`config.mk`:
```
export PLATFORM = sky130hd
export DESIGN_NAME = thr_controller
export DESIGN_NICKNAME = d
export VERILOG_FILES = /design/src/hdl/thr_pkg.sv /design/src/hdl/thr_controller.sv
export SDC_FILE = /design/constraint.sdc
export NUM_CORES = 1
export LEC_CHECK = 0
export ABC_CLOCK_PERIOD_IN_PS = 3400
export BUFFER_PORTS_ARGS = -buffer_cell sky130_fd_sc_hd__buf_4
export CORE_MARGIN = 8
export CORE_UTILIZATION = 45
export DETAILED_ROUTE_END_ITERATION = 8
export GPL_ROUTABILITY_DRIVEN = 0
export PLACE_DENSITY = 0.78
export SYNTH_ARGS = -nofsm -noshare
export SYNTH_HDL_FRONTEND = slang
export SYNTH_SLANG_ARGS = --single-unit
export TNS_END_PERCENT = 1
```
`constraint.sdc`:
```
create_clock -name i_clk -period 3.4 [get_ports i_clk]
set_input_delay 0.68 -clock i_clk [delete_from_list [all_inputs] [get_ports i_clk]]
set_output_delay 0.68 -clock i_clk [all_outputs]
set_load 0.05 [all_outputs]
```
`src/hdl/thr_pkg.sv`:
```
// Types and constants shared by the timestamped history ring modules
package thr_pkg;
    localparam int unsigned TIME_W = 63;
    localparam int unsigned DATA_W = 64;
    localparam int unsigned CNT_W  = 7;
    localparam int unsigned POS_W  = 6;

    localparam logic [2:0] OP_PUSH   = 3'd0;
    localparam logic [2:0] OP_CLEAR  = 3'd1;
    localparam logic [2:0] OP_LOOKUP = 3'd2;
    localparam logic [2:0] OP_LASTN  = 3'd3;
    localparam logic [2:0] OP_SINCE  = 3'd4;

    localparam logic [TIME_W-1:0] TIME_MAX = {TIME_W{1'b1}};

    typedef struct packed {
        logic [2:0]        op;
        logic [TIME_W-1:0] sample_time;
        logic [DATA_W-1:0] sample_data;
        logic [CNT_W-1:0]  max_count;
    } t_in_item;

    typedef struct packed {
        logic              found;
        logic [TIME_W-1:0] out_time;
        logic [DATA_W-1:0] out_data;
        logic [POS_W-1:0]  slot_index;
        logic              last;
        logic [CNT_W-1:0]  stored_count;
    } t_out_item;

    // Controller to datapath commands
    typedef struct packed {
        logic load;       // capture input item
        logic rd_newest;  // read newest entry time
        logic push_wr;    // write pushed sample
        logic clr;        // empty the ring
        logic srch_init;  // begin binary search
        logic srch_rd;    // read time at mid
        logic srch_upd;   // narrow the interval
        logic emit_init;  // set first emitted position
        logic emit_rd;    // read entry at emit position
        logic emit_adv;   // advance emit position
        logic res_ack;    // emit an empty result
        logic res_smp;    // emit a sample result
    } t_ctl_cmd;

    // Datapath to controller status
    typedef struct packed {
        logic [2:0] op;
        logic       srch_done;
        logic       emit_none;
        logic       emit_last;
    } t_dp_sts;
endpackage

```
`src/hdl/thr_controller.sv`:
```
// Controller: sequences push, clear, search and streaming reads
module thr_controller (
    input  logic              i_clk,
    input  logic              i_rst_n,
    input  logic              i_start,
    output logic              o_busy,
    input  thr_pkg::t_dp_sts  i_sts,
    output thr_pkg::t_ctl_cmd o_cmd
);
    typedef enum logic [8:0] {
        S_IDLE   = 9'b000000001,
        S_DEC    = 9'b000000010,
        S_PUSHRD = 9'b000000100,
        S_PUSHWR = 9'b000001000,
        S_SRCH   = 9'b000010000,
        S_SWAIT  = 9'b000100000,
        S_EINIT  = 9'b001000000,
        S_ERD    = 9'b010000000,
        S_EOUT   = 9'b100000000
    } t_state;

    t_state r_state, n_state;

    always_ff @(posedge i_clk) begin
        if (!i_rst_n) begin
            r_state <= S_IDLE;
        end else begin
            r_state <= n_state;
        end
    end

    always_comb begin
        n_state = r_state;
        o_cmd   = '0;
        case (r_state)
            S_IDLE: begin
                if (i_start) begin
                    o_cmd.load = 1'b1;
                    n_state    = S_DEC;
                end
            end
            S_DEC: begin
                case (i_sts.op)
                    thr_pkg::OP_PUSH: begin
                        o_cmd.rd_newest = 1'b1;
                        n_state = S_PUSHWR;
                    end
                    thr_pkg::OP_CLEAR: begin
                        o_cmd.clr = 1'b1;
                        o_cmd.res_ack = 1'b1;
                        n_state = S_IDLE;
                    end
                    thr_pkg::OP_LOOKUP, thr_pkg::OP_SINCE: begin
                        o_cmd.srch_init = 1'b1;
                        n_state = S_SRCH;
                    end
                    thr_pkg::OP_LASTN: begin
                        n_state = S_EINIT;
                    end
                    default: begin
                        o_cmd.res_ack = 1'b1;
                        n_state = S_IDLE;
                    end
                endcase
            end
            S_PUSHRD: begin
                n_state = S_PUSHWR;
            end
            S_PUSHWR: begin
                o_cmd.push_wr = 1'b1;
                o_cmd.res_ack = 1'b1;
                n_state = S_IDLE;
            end
            S_SRCH: begin
                if (i_sts.srch_done) begin
                    if (i_sts.op == thr_pkg::OP_LOOKUP) begin
                        o_cmd.emit_init = 1'b1;
                    end
                    n_state = S_EINIT;
                end else begin
                    o_cmd.srch_rd = 1'b1;
                    n_state = S_SWAIT;
                end
            end
            S_SWAIT: begin
                o_cmd.srch_upd = 1'b1;
                n_state = S_SRCH;
            end
            S_EINIT: begin
                o_cmd.emit_init = 1'b1;
                n_state = S_ERD;
            end
            S_ERD: begin
                if (i_sts.emit_none) begin
                    o_cmd.res_ack = 1'b1;
                    n_state = S_IDLE;
                end else begin
                    o_cmd.emit_rd = 1'b1;
                    n_state = S_EOUT;
                end
            end
            S_EOUT: begin
                o_cmd.res_smp = 1'b1;
                o_cmd.emit_adv = 1'b1;
                n_state = (i_sts.emit_last || i_sts.op == thr_pkg::OP_LOOKUP) ? S_IDLE : S_ERD;
            end
            default: n_state = S_IDLE;
        endcase
    end

    assign o_busy = (r_state != S_IDLE);
endmodule

```
=== Word level (Yosys, flattened, before mapping) ===
Index checks and enable logic that the tools add are counted.

* Register bits after elaboration: 9
* Bits of input ports: 9
* Output and inout bits: 13
* Logic and storage cells: 46

* Equal/unequal tests: 15
* Mux-type cells: 26
* Reductions and logical operators: 4

{| class="wikitable"
|+ Operators with widths
! cell !! count
|-
| $pmux 9 s8 || 1
|-
| $pmux 7 s3 || 1
|-
| $mux 9 || 2
|-
| $mux 1 || 17
|-
| $eq 9x1->1 const B || 1
|-
| $eq 9x2->1 const B || 1
|-
| $eq 9x3->1 const B || 1
|-
| $eq 9x4->1 const B || 1
|-
| $eq 9x5->1 const B || 1
|-
| $eq 9x6->1 const B || 1
|-
| $eq 9x7->1 const B || 1
|-
| $eq 9x8->1 const B || 1
|-
| $eq 9x9->1 const B || 1
|-
| $ne 9x1->1 const B || 1
|-
| $mux 8 || 1
|-
| $mux 7 || 1
|-
| $eq 3x2->1 const B || 2
|-
| $reduce_or 4->1 || 1
|-
| $eq 3x1->1 const B || 1
|-
| $eq 3x3->1 const B || 1
|-
| $logic_not 3->1 || 1
|-
| $pmux 1 s3 || 1
|-
| $mux 2 || 1
|-
| $ne 2x2->1 const B || 1
|-
| other kinds (3) || 3
|}

=== Depth between registers and ports, before layout ===
Gate-level depths: netlist of the first run.

* Word-level depth: 4
* Mapped depth: 6
* Gate-level depth less buffers: 5

=== Least setup slack after synthesis of the first run ===
No wires, ideal clock.

* Kind: register -> output
* Start point: reg r_state[4]
* End point: out o_cmd[8] (netlist bit)
* Arrival time: 2.607 ns
* Data required time: 2.720 ns
* Setup slack: 0.113 ns
* Stages on the path, launching flop included: 5
* Buffers on the path: 1
* Cells stage by stage: dfxtp_1 > buf_6 > nor4_4 > nand4b_2 > nor4b_1

{| class="wikitable"
|+ RTL lines
! element !! line !! source
|-
| from (decl) || thr_controller.sv:22 || <nowiki>t_state r_state, n_state;</nowiki>
|-
| from (signal assigned) || thr_controller.sv:28 || <nowiki>r_state <= n_state;</nowiki>
|-
| to (decl) || thr_controller.sv:8 || <nowiki>output thr_pkg::t_ctl_cmd o_cmd</nowiki>
|}

==> metrics.cfg, run 1 <==
[status]
status=complete, no violations

[timing]
fin_setup_tns_ns=0
tightestPinTransition_ns=0.3417
fmax_mhz=390.7
finalHoldViolations=0
finClkSkew_ns=0.002700
maxSlewHeadroom=0.7719
drv_slew=0
setup_viol=0
fin_crit_ns=2.559
period_share=0.7528
grt_setup_unrepaired=false
holdWs_ns=0.6062

[yosys]
synth_common_cells=nor2_1, dfxtp_1, nand2_1, nand4b_1, o21ai_0
yosys-top-cells-area=dfxtp_1, nand4b_1, nor4_4
synth_top_area_share=0.2678
ys_seq_area_frac=0.2678
synth_top_area_cell=dfxtp_1
yosysMostFrequentCell=nor2_1
synth.net_count=80
ys_warn_count=0
synth_cell_types=35
synth-seq-cells=8
synth_area_um2=598.1
synth_ff_type=dfxtp_1
synth_cells=71
synth-edff-count=0
synth.avg_cell_area_um2=8.424
synth_async_sr_flop_share=0

[clock_tree]
cts_htree_levels=1
path_clk_slew_ns=0.05
clkSinkCount=8
cts_buffers=3
cts_setup_buffers=0
cts_resized=0
clk_path_buf_depth=2
cts_tree=built
clk_latency_ns=0.25
hold_buffers=0
cts_root_buf=clkbuf_4

[critical_path]
worstSetupStartpoint=r_state[6]
critPathRequiredTime_ns=2.72
arrival_ns=1.88
timing.rr.start=r_state[1]
crit_type=register to output port
cp_max_fo=5
cp-end-kind=output port
start_kind=register

[final_layout]
nets=103
antenna_cells=0
drive_above_1_share=0.3478
regArea_um2=160.2
multi_input_area_um2=402.9
reg.largest.list=r_state x8
largest_reg_flops=8
n_fill_cell=124
syn_to_final_growth_pct=29.29
regMostFlops=r_state

[placed_design]
post-dp-hpwl_um=1217
port_buffers=21

[min_path]
hp-class=input port to register
hold_start=i_sts[2]

[global_routing]
overflow=0
grt_max_degree=10
grt_pass1_wl_um=2601
antenna_found_initial=0
grtUsageTotal=0.1229
grt_pass1_vias=569

[drt]
drtIter0Drc=9
avgRoutedWirePerCell_um=14.07
vias=590
viasPerCell=5.514
detail-route-antenna-nets=0
dr.pass1.iters=4
drc=0
wirelength_um=1506

[floorplan]
initial_core_util=0.4714
die_height_um=52.46
die_w_um=52.46
core_area_um2=1269
fp-row-count=13
io_pins=22
fp.dieArea_um2=2752

[pwr]
ir_worst_vdd_mv=0.2045
p_per_area_nw_per_um2=357.7
total_leakage_power_uw=0.0003561

[flow_run]
max_cap_violations=0

-- layout by cell type (no fill, tap or decap) --
cell type / instances
nand4_1: 2
and4b_2: 1
nor2_1: 11
clkbuf_4: 3
o21ai_0: 4
nor3_1: 2
nor4b_1: 1
inv_1: 3
nand3b_1: 1
or3_1: 1
nand4b_2: 1
nor4_4: 2
a21boi_1: 1
and2_1: 2
a21boi_0: 1
nor4_2: 1
xnor2_1: 2
nor3_2: 1
a31oi_1: 1
a21oi_1: 1
mux2i_1: 1
o221ai_1: 1
nor3b_1: 1
or2_2: 1
nand2_1: 5
dfxtp_1: 8
nor2b_1: 1
nand4b_1: 5
buf_4: 21
o21a_1: 1
o31ai_1: 1
nand3_1: 1
xor2_1: 2
and3b_2: 1
-- power by group --
| part | switching [µW] | internal (µW) | total, µW |
|---|---|---|---|
| clock | 31.2 | 40.3 | 71.5 |
| combinational | 57.2 | 38.7 | 95.9 |
| sequential | 10.7 | 98.4 | 109 |
| total | 99.1 | 177 | 277 |
-- routing by layer --
metal  wire [µm]  track usage  part of all wire
met1         668       0.1561              0.44
met2         774       0.1838              0.51
met3          43      0.02273             0.029
met4          20      0.07759             0.013
met5           0            0                 0
-- area by class of cell --
type | instances | share of cell area
Multi-Input combinational cell | 57 | 0.5210
Clock buffer | 3 | 0.02913
Tap cell | 15 | 0.02427
Sequential cell | 8 | 0.2071
Inverter | 3 | 0.01456
Timing Repair Buffer | 21 | 0.2039
-- worst max-delay path: stages, from the launching register on --
cell	delay, ns
dfxtp_1	0.37
nor2_1	0.30
nand2_1	0.09
nor3_1	0.25
nand4b_1	0.19
o21ai_0	0.20
buf_4	0.22
-- worst paths after layout --
path | cells after the start | slack (ns) | to
max reg2reg | 5 | 1.84 | r_state[0]
max | 6 | 0.84 | o_cmd[4]
min reg2reg | 2 | 0.64 | r_state[7]
min | 2 | 0.61 | r_state[5]
-- per-stage QoR --
step / setup slack [ns] / std cells / instance area (µm²) / utilization / power, µW
after detailed placement: 1.095 / 104 / 750.7 / 0.5917 / 207.0
after global routing: 0.6643 / 107 / 773.2 / 0.6095 / 295.9
after global placement: 1.119 / 104 / 750.7 / 0.5917 / 205.3
final: 0.8406 / 107 / 773.2 / 0.6095 / 276.6
after CTS: 0.8294 / 107 / 773.2 / 0.6095 / 279.8
after floorplan: 0.1133 / 71 / 598.1 / - / 177.2
-- cell families (layout without fill, tap and decap cells) --
family / Yosys count / count (layout) / synth area share
multiplexers: 1 / 1 / 0.01674
flip-flops: 8 / 8 / 0.2678
AND/OR/NAND/NOR: 41 / 41 / 0.4812
XOR/XNOR: 4 / 4 / 0.05859
buffers and inverters: 6 / 27 / 0.05857
AO/OA/AOI/OAI: 11 / 11 / 0.1172
Note: power is estimated with default switching activity, not from simulation.
==> run 2, diff against run 1 <==
--- a/config.mk
+++ b/config.mk
@@ -5,7 +5,8 @@
 export SDC_FILE = /design/constraint.sdc
 export NUM_CORES = 1
 export LEC_CHECK = 0
-export ABC_CLOCK_PERIOD_IN_PS = 3400
+export ABC_AREA = 1
+export ABC_CLOCK_PERIOD_IN_PS = 2600
 export BUFFER_PORTS_ARGS = -buffer_cell sky130_fd_sc_hd__buf_4
 export CORE_MARGIN = 8
 export CORE_UTILIZATION = 45
==> constraint.sdc (replaced) <==
create_clock -name i_clk -period 2.6 [get_ports i_clk]
set_input_delay 0.52 -clock i_clk [delete_from_list [all_inputs] [get_ports i_clk]]
set_output_delay 0.52 -clock i_clk [all_outputs]
set_load 0.05 [all_outputs]
==> run 2 against run 1 <==
Net effect:
- clock skew shrank 0.0018 ns
- power increased by 16%
- cell area is 3.1% higher
- wire length down 1.3%
- setup slack worse by 0.23 ns
- via count grew 10%
- clock power rose by 32%
- critical path depth did not move
- die area grew 0.29%
- non-clock buffer count unchanged
- hold slack got worse by 0.16 ns
- first-iteration DRC count grew 89%
- critical path type unchanged
==> metrics.cfg, run 2 <==
[final_layout]
largest_reg_flops=8  ; unchanged
final_common_cell=buf_4  ; unchanged
antenna_cells=0  ; unchanged
fin_area_um2=797.0  ; was 773.2 µm²
regMostFlops=r_state  ; unchanged
multi_input_area_um2=359.1  ; was 402.9 µm²
nets=131  ; was 103
n_fill_cell=123  ; was 124
final_cell_mix=buf_4, nand2_1, nor2_1  ; was buf_4, nor2_1, dfxtp_1
syn_to_final_growth_pct=32.71  ; was 29.29%
drive_above_1_share=0.3583  ; was 0.3478
reg.largest.list=r_state x8  ; unchanged
regArea_um2=160.2  ; unchanged

[timing]
fin_crit_ns=1.985
finClkSkew_ns=0.0009104  ; was 0.002700 ns
period_share=0.7633
grt_setup_unrepaired=false  ; unchanged
fmax_mhz=503.9
setup_viol=0  ; unchanged
finalHoldViolations=0  ; unchanged
drv_slew=0  ; unchanged
tightestPinTransition_ns=0.2635  ; was 0.3417 ns
fin_setup_tns_ns=0  ; unchanged
maxSlewHeadroom=0.8242  ; was 0.7719

[critical_path]
critPathRequiredTime_ns=2.08  ; was 2.72 ns
ff2ff_path_depth=8  ; was 5
crit_type=register to output port  ; unchanged
start_kind=register  ; unchanged
cp-end-kind=output port  ; unchanged
timing.rr.start=r_state[4]  ; was r_state[1]
cp_max_fo=5  ; unchanged
arrival_ns=1.46  ; was 1.88 ns
rrSetupSlack_ns=1.47  ; was 1.84 ns
r2r_end=r_state[0]  ; unchanged

[floorplan]
die_w_um=52.53  ; was 52.46 µm
fp-row-count=13  ; unchanged
core_area_um2=1269  ; unchanged
fp.dieArea_um2=2759  ; was 2752 µm²
io_pins=22  ; unchanged
initial_core_util=0.4734  ; was 0.4714
die_height_um=52.53  ; was 52.46 µm

[min_path]
hp-class=input port to register  ; unchanged
holdPathStages=2  ; unchanged
hold_start=i_sts[1]  ; was i_sts[2]
hold_end=r_state[8]  ; was r_state[5]

[yosys]
synth_ff_type=dfxtp_1  ; unchanged
synth_top_area_share=0.2667  ; was 0.2678
synth_async_sr_flop_share=0  ; unchanged
yosysMostFrequentCell=nand2_1  ; was nor2_1
ys_warn_count=0  ; unchanged
synth_area_um2=600.6  ; was 598.1 µm²
synth-edff-count=0  ; unchanged
ys_seq_area_frac=0.2667  ; was 0.2678
synth_common_cells=nand2_1, nor2_1, inv_1, dfxtp_1  ; was nor2_1, dfxtp_1, nand2_1, nand4b_1, o21ai_0
synth.avg_cell_area_um2=6.192  ; was 8.424 µm²
synth-seq-cells=8  ; unchanged
synth_cell_types=22  ; was 35
synth.net_count=106  ; was 80
synth_top_area_cell=dfxtp_1  ; unchanged
synth_cells=97  ; was 71
yosys-top-cells-area=dfxtp_1, nand2_1, nor2_1  ; was dfxtp_1, nand4b_1, nor4_4

[flow_run]
max_cap_violations=0  ; unchanged

[clock_tree]
cts_root_buf=clkbuf_4  ; unchanged
cts_tree=built  ; unchanged
cts_htree_levels=1  ; unchanged
path_clk_slew_ns=0.05  ; about the same
cts_buffers=3  ; unchanged
clk_latency_ns=0.25  ; about the same
clkSinkCount=8  ; unchanged
hold_buffers=0  ; unchanged
clk_path_buf_depth=2  ; unchanged
cts_setup_buffers=0  ; unchanged
cts_resized=0  ; unchanged

[drt]
wirelength_um=1486  ; was 1506 µm
vias=651  ; was 590
avgRoutedWirePerCell_um=11.01  ; was 14.07 µm
detail-route-antenna-nets=0  ; unchanged
drc=0  ; unchanged
viasPerCell=4.822  ; was 5.514
dr.pass1.iters=4  ; unchanged
drtIter0Drc=17  ; was 9

[pwr]
p_per_area_nw_per_um2=401.4  ; was 357.7 nW/µm²
total_leakage_power_uw=0.0004310  ; was 0.0003561 µW
ir_worst_vdd_mv=0.2765  ; was 0.2045 mV
power_uw=319.9  ; was 276.6 µW

[global_routing]
overflow=0  ; unchanged
grt_pass1_vias=610  ; was 569
antenna_found_initial=0  ; unchanged
grtUsageTotal=0.1117  ; was 0.1229
grt_max_degree=8  ; was 10
grt_pass1_wl_um=2421  ; was 2601 µm

[placed_design]
port_buffers=21  ; unchanged
place_area_um2=774.5  ; was 750.7 µm²
post-dp-hpwl_um=1301  ; was 1217 µm

[status]
status=complete, no violations  ; unchanged

-- run 2: cells by family after synthesis --
| kind of cell | count (synthesis) | synth area share |
|---|---|---|
| compound gates | 7 | 0.07499 |
| buf+inv | 22 | 0.1438 |
| flops | 8 | 0.2667 |
| simple gates | 60 | 0.5146 |
-- run 2: cell type report --
cell class | count | area share
clock buffers | 3 | 0.02826
repair buffers | 21 | 0.1978
multi-input cells | 67 | 0.4505
well taps | 15 | 0.02355
inverters | 21 | 0.09890
flip-flops and latches | 8 | 0.2009
-- run 2: how the worst max path moves through the flow --
| stage | startpoint | end | slack (ns) |
|---|---|---|---|
| 6_report | r_state[4] | o_cmd[8] | 0.62 |
| 5_1_grt | r_state[1] | o_cmd[4] | 0.57 |
| 4_1_cts | r_state[4] | o_cmd[8] | 0.65 |
| 3_5_place_dp | i_sts[3] | o_cmd[1] | 0.74 |
| 3_3_place_gp | i_sts[3] | o_cmd[1] | 0.75 |
| 2_1_floorplan | r_state[8] | o_cmd[8] | -0.04 |
-- run 2: stage by stage --
| stage | utilization | worst slack (ns) | std cells | hold WS, ns |
|---|---|---|---|---|
| 6_report | 0.6282 | 0.6153 | 135 | 0.4425 |
| 4_1_cts | 0.6282 | 0.6463 | 135 | 0.4416 |
| 5_1_grt | 0.6282 | 0.5723 | 135 | 0.4454 |
| 3_3_place_gp | 0.6105 | 0.7549 | 132 | 0.5082 |
| 2_1_floorplan | - | -0.03681 | 97 | 0.4881 |
| 3_5_place_dp | 0.6105 | 0.7391 | 132 | 0.5209 |
-- run 2: worst max-delay path, cell delays in order (launching register included) --
cell and delay [ns]:
dfxtp_1 0.33, inv_1 0.08, nand2_1 0.08, nor2_2 0.18
nand2_4 0.09, nor4_1 0.19, buf_4 0.25
-- run 2: power breakdown --
| part | switching (µW) | internal [µW] |
|---|---|---|
| combinational | 62.8 | 31.8 |
| clock | 41.8 | 52.8 |
| sequential | 3.37 | 127 |
-- run 2: metal layers --
metal | global-route usage | vias to the layer above | wire [µm]
met5 | 0 | - | 0
met4 | 0.06466 | 0 | 31
met3 | 0.02273 | 5 | 107
met2 | 0.1937 | 24 | 711
met1 | 0.1214 | 275 | 635
li1 | - | 347 | -
==> run 3, diff against run 2 <==
--- a/config.mk
+++ b/config.mk
@@ -5,14 +5,14 @@
 export SDC_FILE = /design/constraint.sdc
 export NUM_CORES = 1
 export LEC_CHECK = 0
-export ABC_AREA = 1
-export ABC_CLOCK_PERIOD_IN_PS = 2600
+export ABC_AREA = 0
+export ABC_CLOCK_PERIOD_IN_PS = 1700
 export BUFFER_PORTS_ARGS = -buffer_cell sky130_fd_sc_hd__buf_4
 export CORE_MARGIN = 8
-export CORE_UTILIZATION = 45
+export CORE_UTILIZATION = 42
 export DETAILED_ROUTE_END_ITERATION = 8
 export GPL_ROUTABILITY_DRIVEN = 0
-export PLACE_DENSITY = 0.78
+export PLACE_DENSITY = 0.76
 export SYNTH_ARGS = -nofsm -noshare
 export SYNTH_HDL_FRONTEND = slang
 export SYNTH_SLANG_ARGS = --single-unit
==> constraint.sdc (replaced) <==
create_clock -name i_clk -period 1.7 [get_ports i_clk]
set_input_delay 0.34 -clock i_clk [delete_from_list [all_inputs] [get_ports i_clk]]
set_output_delay 0.34 -clock i_clk [all_outputs]
set_load 0.05 [all_outputs]
==> run 3 against run 2 <==
Net effect:
- the run now ends with negative setup slack left
- register-to-register slack lost 1.4 ns
- utilization grew 14 points
- wire length grew 31%
- hold slack lost 0.18 ns
- final cell count shrank 8.1%
- setup slack lost 0.96 ns
- cell area grew 27%
- first-iteration DRC count shrank 24%
- combinational power grew to 3.1 times the previous value
- critical path type unchanged
- critical endpoint unchanged
- largest cell class unchanged
- highest routed layer unchanged
==> metrics.cfg, run 3 (synthesis gave the netlist of run 1 again) <==
[timing]
finalHoldViolations=0  ; unchanged
fmax_mhz=488.6
finClkSkew_ns=0.002418  ; was 0.0009104 ns
fin_setup_tns_ns=-2.793  ; was 0 ns
tightestPinTransition_ns=0.3021  ; was 0.2635 ns
setup_viol=13  ; was 0
maxSlewHeadroom=0.7971  ; was 0.8242
drv_slew=0  ; unchanged
grt_setup_unrepaired=true  ; was false
fin_crit_ns=2.047
period_share=1.204
setup_slack_ns=-0.3466  ; was 0.6153 ns

[critical_path]
crit_top_cell=buf_6
cp_top_family=simple AND/OR/NAND/NOR gates  ; unchanged
start_kind=register  ; unchanged
cp-end-kind=output port  ; unchanged
max_stage_delay_ns=0.35  ; was 0.33 ns
cp_max_fo=4  ; was 5
crit_slowest_cell=nor4_4  ; was dfxtp_1
crit_buf_inv=2  ; unchanged
critPathRequiredTime_ns=1.36  ; was 2.08 ns
crit_chain=nor4_4 > nand4b_2 > buf_6 > nor4b_4 > buf_6  ; was inv_1 > nand2_1 > nor2_2 > nand2_4 > nor4_1 > buf_4
crit_type=register to output port  ; unchanged
arrival_ns=1.71  ; was 1.46 ns

[global_routing]
antenna_found_initial=0  ; unchanged
grt_pass1_wl_um=3146  ; was 2421 µm
grt_pass1_vias=708  ; was 610
grt_max_degree=9  ; was 8
grtUsageTotal=0.1432  ; was 0.1117
overflow=0  ; unchanged

[min_path]
hp-class=input port to register  ; unchanged

[placed_design]
place_ws_ns=-0.08055  ; was 0.7391 ns
post-dp-hpwl_um=1520  ; was 1301 µm
port_buffers=21  ; unchanged

[drt]
dr.pass1.iters=4  ; unchanged
wirelength_um=1950  ; was 1486 µm
drc=0  ; unchanged
detail-route-antenna-nets=0  ; unchanged
viasPerCell=5.637  ; was 4.822
drtIter0Drc=13  ; was 17
vias=699  ; was 651
avgRoutedWirePerCell_um=15.73  ; was 11.01 µm

[pwr]
ir_worst_vdd_mv=0.4263  ; was 0.2765 mV
power_uw=654.5  ; was 319.9 µW
p_per_area_nw_per_um2=644.2  ; was 401.4 nW/µm²
total_leakage_power_uw=0.0004660  ; was 0.0004310 µW

[final_layout]
antenna_cells=0  ; unchanged
n_fill_cell=93  ; was 123
reg.largest.list=r_state x8  ; unchanged
syn_to_final_growth_pct=69.87  ; was 32.71%
final_cell_mix=buf_4, buf_6, nor2_1  ; was buf_4, nand2_1, nor2_1
regMostFlops=r_state  ; unchanged
nets=120  ; was 131
largest_reg_flops=8  ; unchanged
drive_above_1_share=0.5596  ; was 0.3583
final_util=0.7711  ; was 0.6282
final_common_cell=buf_4  ; unchanged

[clock_tree]
clkSinkCount=8  ; unchanged
clk_latency_ns=0.27  ; was 0.25 ns
clk_path_buf_depth=2  ; unchanged
path_clk_slew_ns=0.06  ; was 0.05 ns
cts_root_buf=clkbuf_4  ; unchanged
cts_setup_buffers=0  ; unchanged
cts_buffers=3  ; unchanged
cts_htree_levels=1  ; unchanged
cts_tree=built  ; unchanged

[floorplan]
die_height_um=53.74  ; was 52.53 µm
die_w_um=53.74  ; was 52.53 µm
core_area_um2=1318  ; was 1269 µm²
fp.dieArea_um2=2887  ; was 2759 µm²
initial_core_util=0.4539  ; was 0.4734
fp-row-count=13  ; unchanged
io_pins=22  ; unchanged

[status]
failed_checks=negative setup slack
status=complete, but fails checks  ; was complete, no violations

[flow_run]
max_cap_violations=0  ; unchanged

## run 3: cell types whose count changed in the layout (fill, tap and decap cells not counted), sizes merged, moves of 6 or more
| cell | before | now |
|---|---|---|
| buf | 21 | 38 |
| nand4b | 0 | 6 |
| nand3 | 7 | 1 |
| nand2 | 24 | 5 |
| inv | 20 | 3 |
| nor2 | 19 | 11 |
## run 3: final cells by class
class / instances / area, µm² / area share
well taps: 15 / 18.77 / 0.01847
inverters: 3 / 11.26 / 0.01108
repair buffers: 38 / 341.6 / 0.3362
clock buffers: 3 / 22.52 / 0.02217
multi-input cells: 57 / 456.7 / 0.4495
flip-flops and latches: 8 / 165.2 / 0.1626
## run 3: routing by layer
metal,vias to the layer above,wire [µm],track usage
met5,-,0,0
met4,0,34,0.07983
met3,5,74,0.01928
met2,31,1013,0.2413
met1,326,827,0.1695
li1,337,-,-
## run 3: through the flow
step	hold slack, ns	cell area, µm²	instances
final	0.2607	1016	124
after global routing	0.2473	1016	124
after CTS	0.2552	997.2	124
after detailed placement	0.5318	912.1	121
after global placement	0.5293	912.1	121
after floorplan	0.4158	631.9	71
## run 3: report_power, final
| group | switching, µW | internal (µW) |
|---|---|---|
| Clock | 75.6 | 81.5 |
| Sequential | 9.74 | 197 |
| Combinational | 158 | 133 |
| Total | 243 | 411 |
## run 3: path summary, 6_finish.rpt
check | from | endpoint | slack (ns) | cells past startpoint
max | r_state[4] | o_cmd[8] | -0.35 | 5
min | i_sts[2] | r_state[5] | 0.26 | 2
max reg2reg | r_state[1] | r_state[0] | 0.09 | 7
min reg2reg | r_state[1] | r_state[1] | 0.63 | 3
## run 3: repair_timing
| action | in CTS | in global routing |
|---|---|---|
| hold buffers | 0 | 0 |
| resized for setup | 20 | 5 |
| endpoints found under the setup margin | 13 | 14 |
| pin swaps | 5 | 3 |
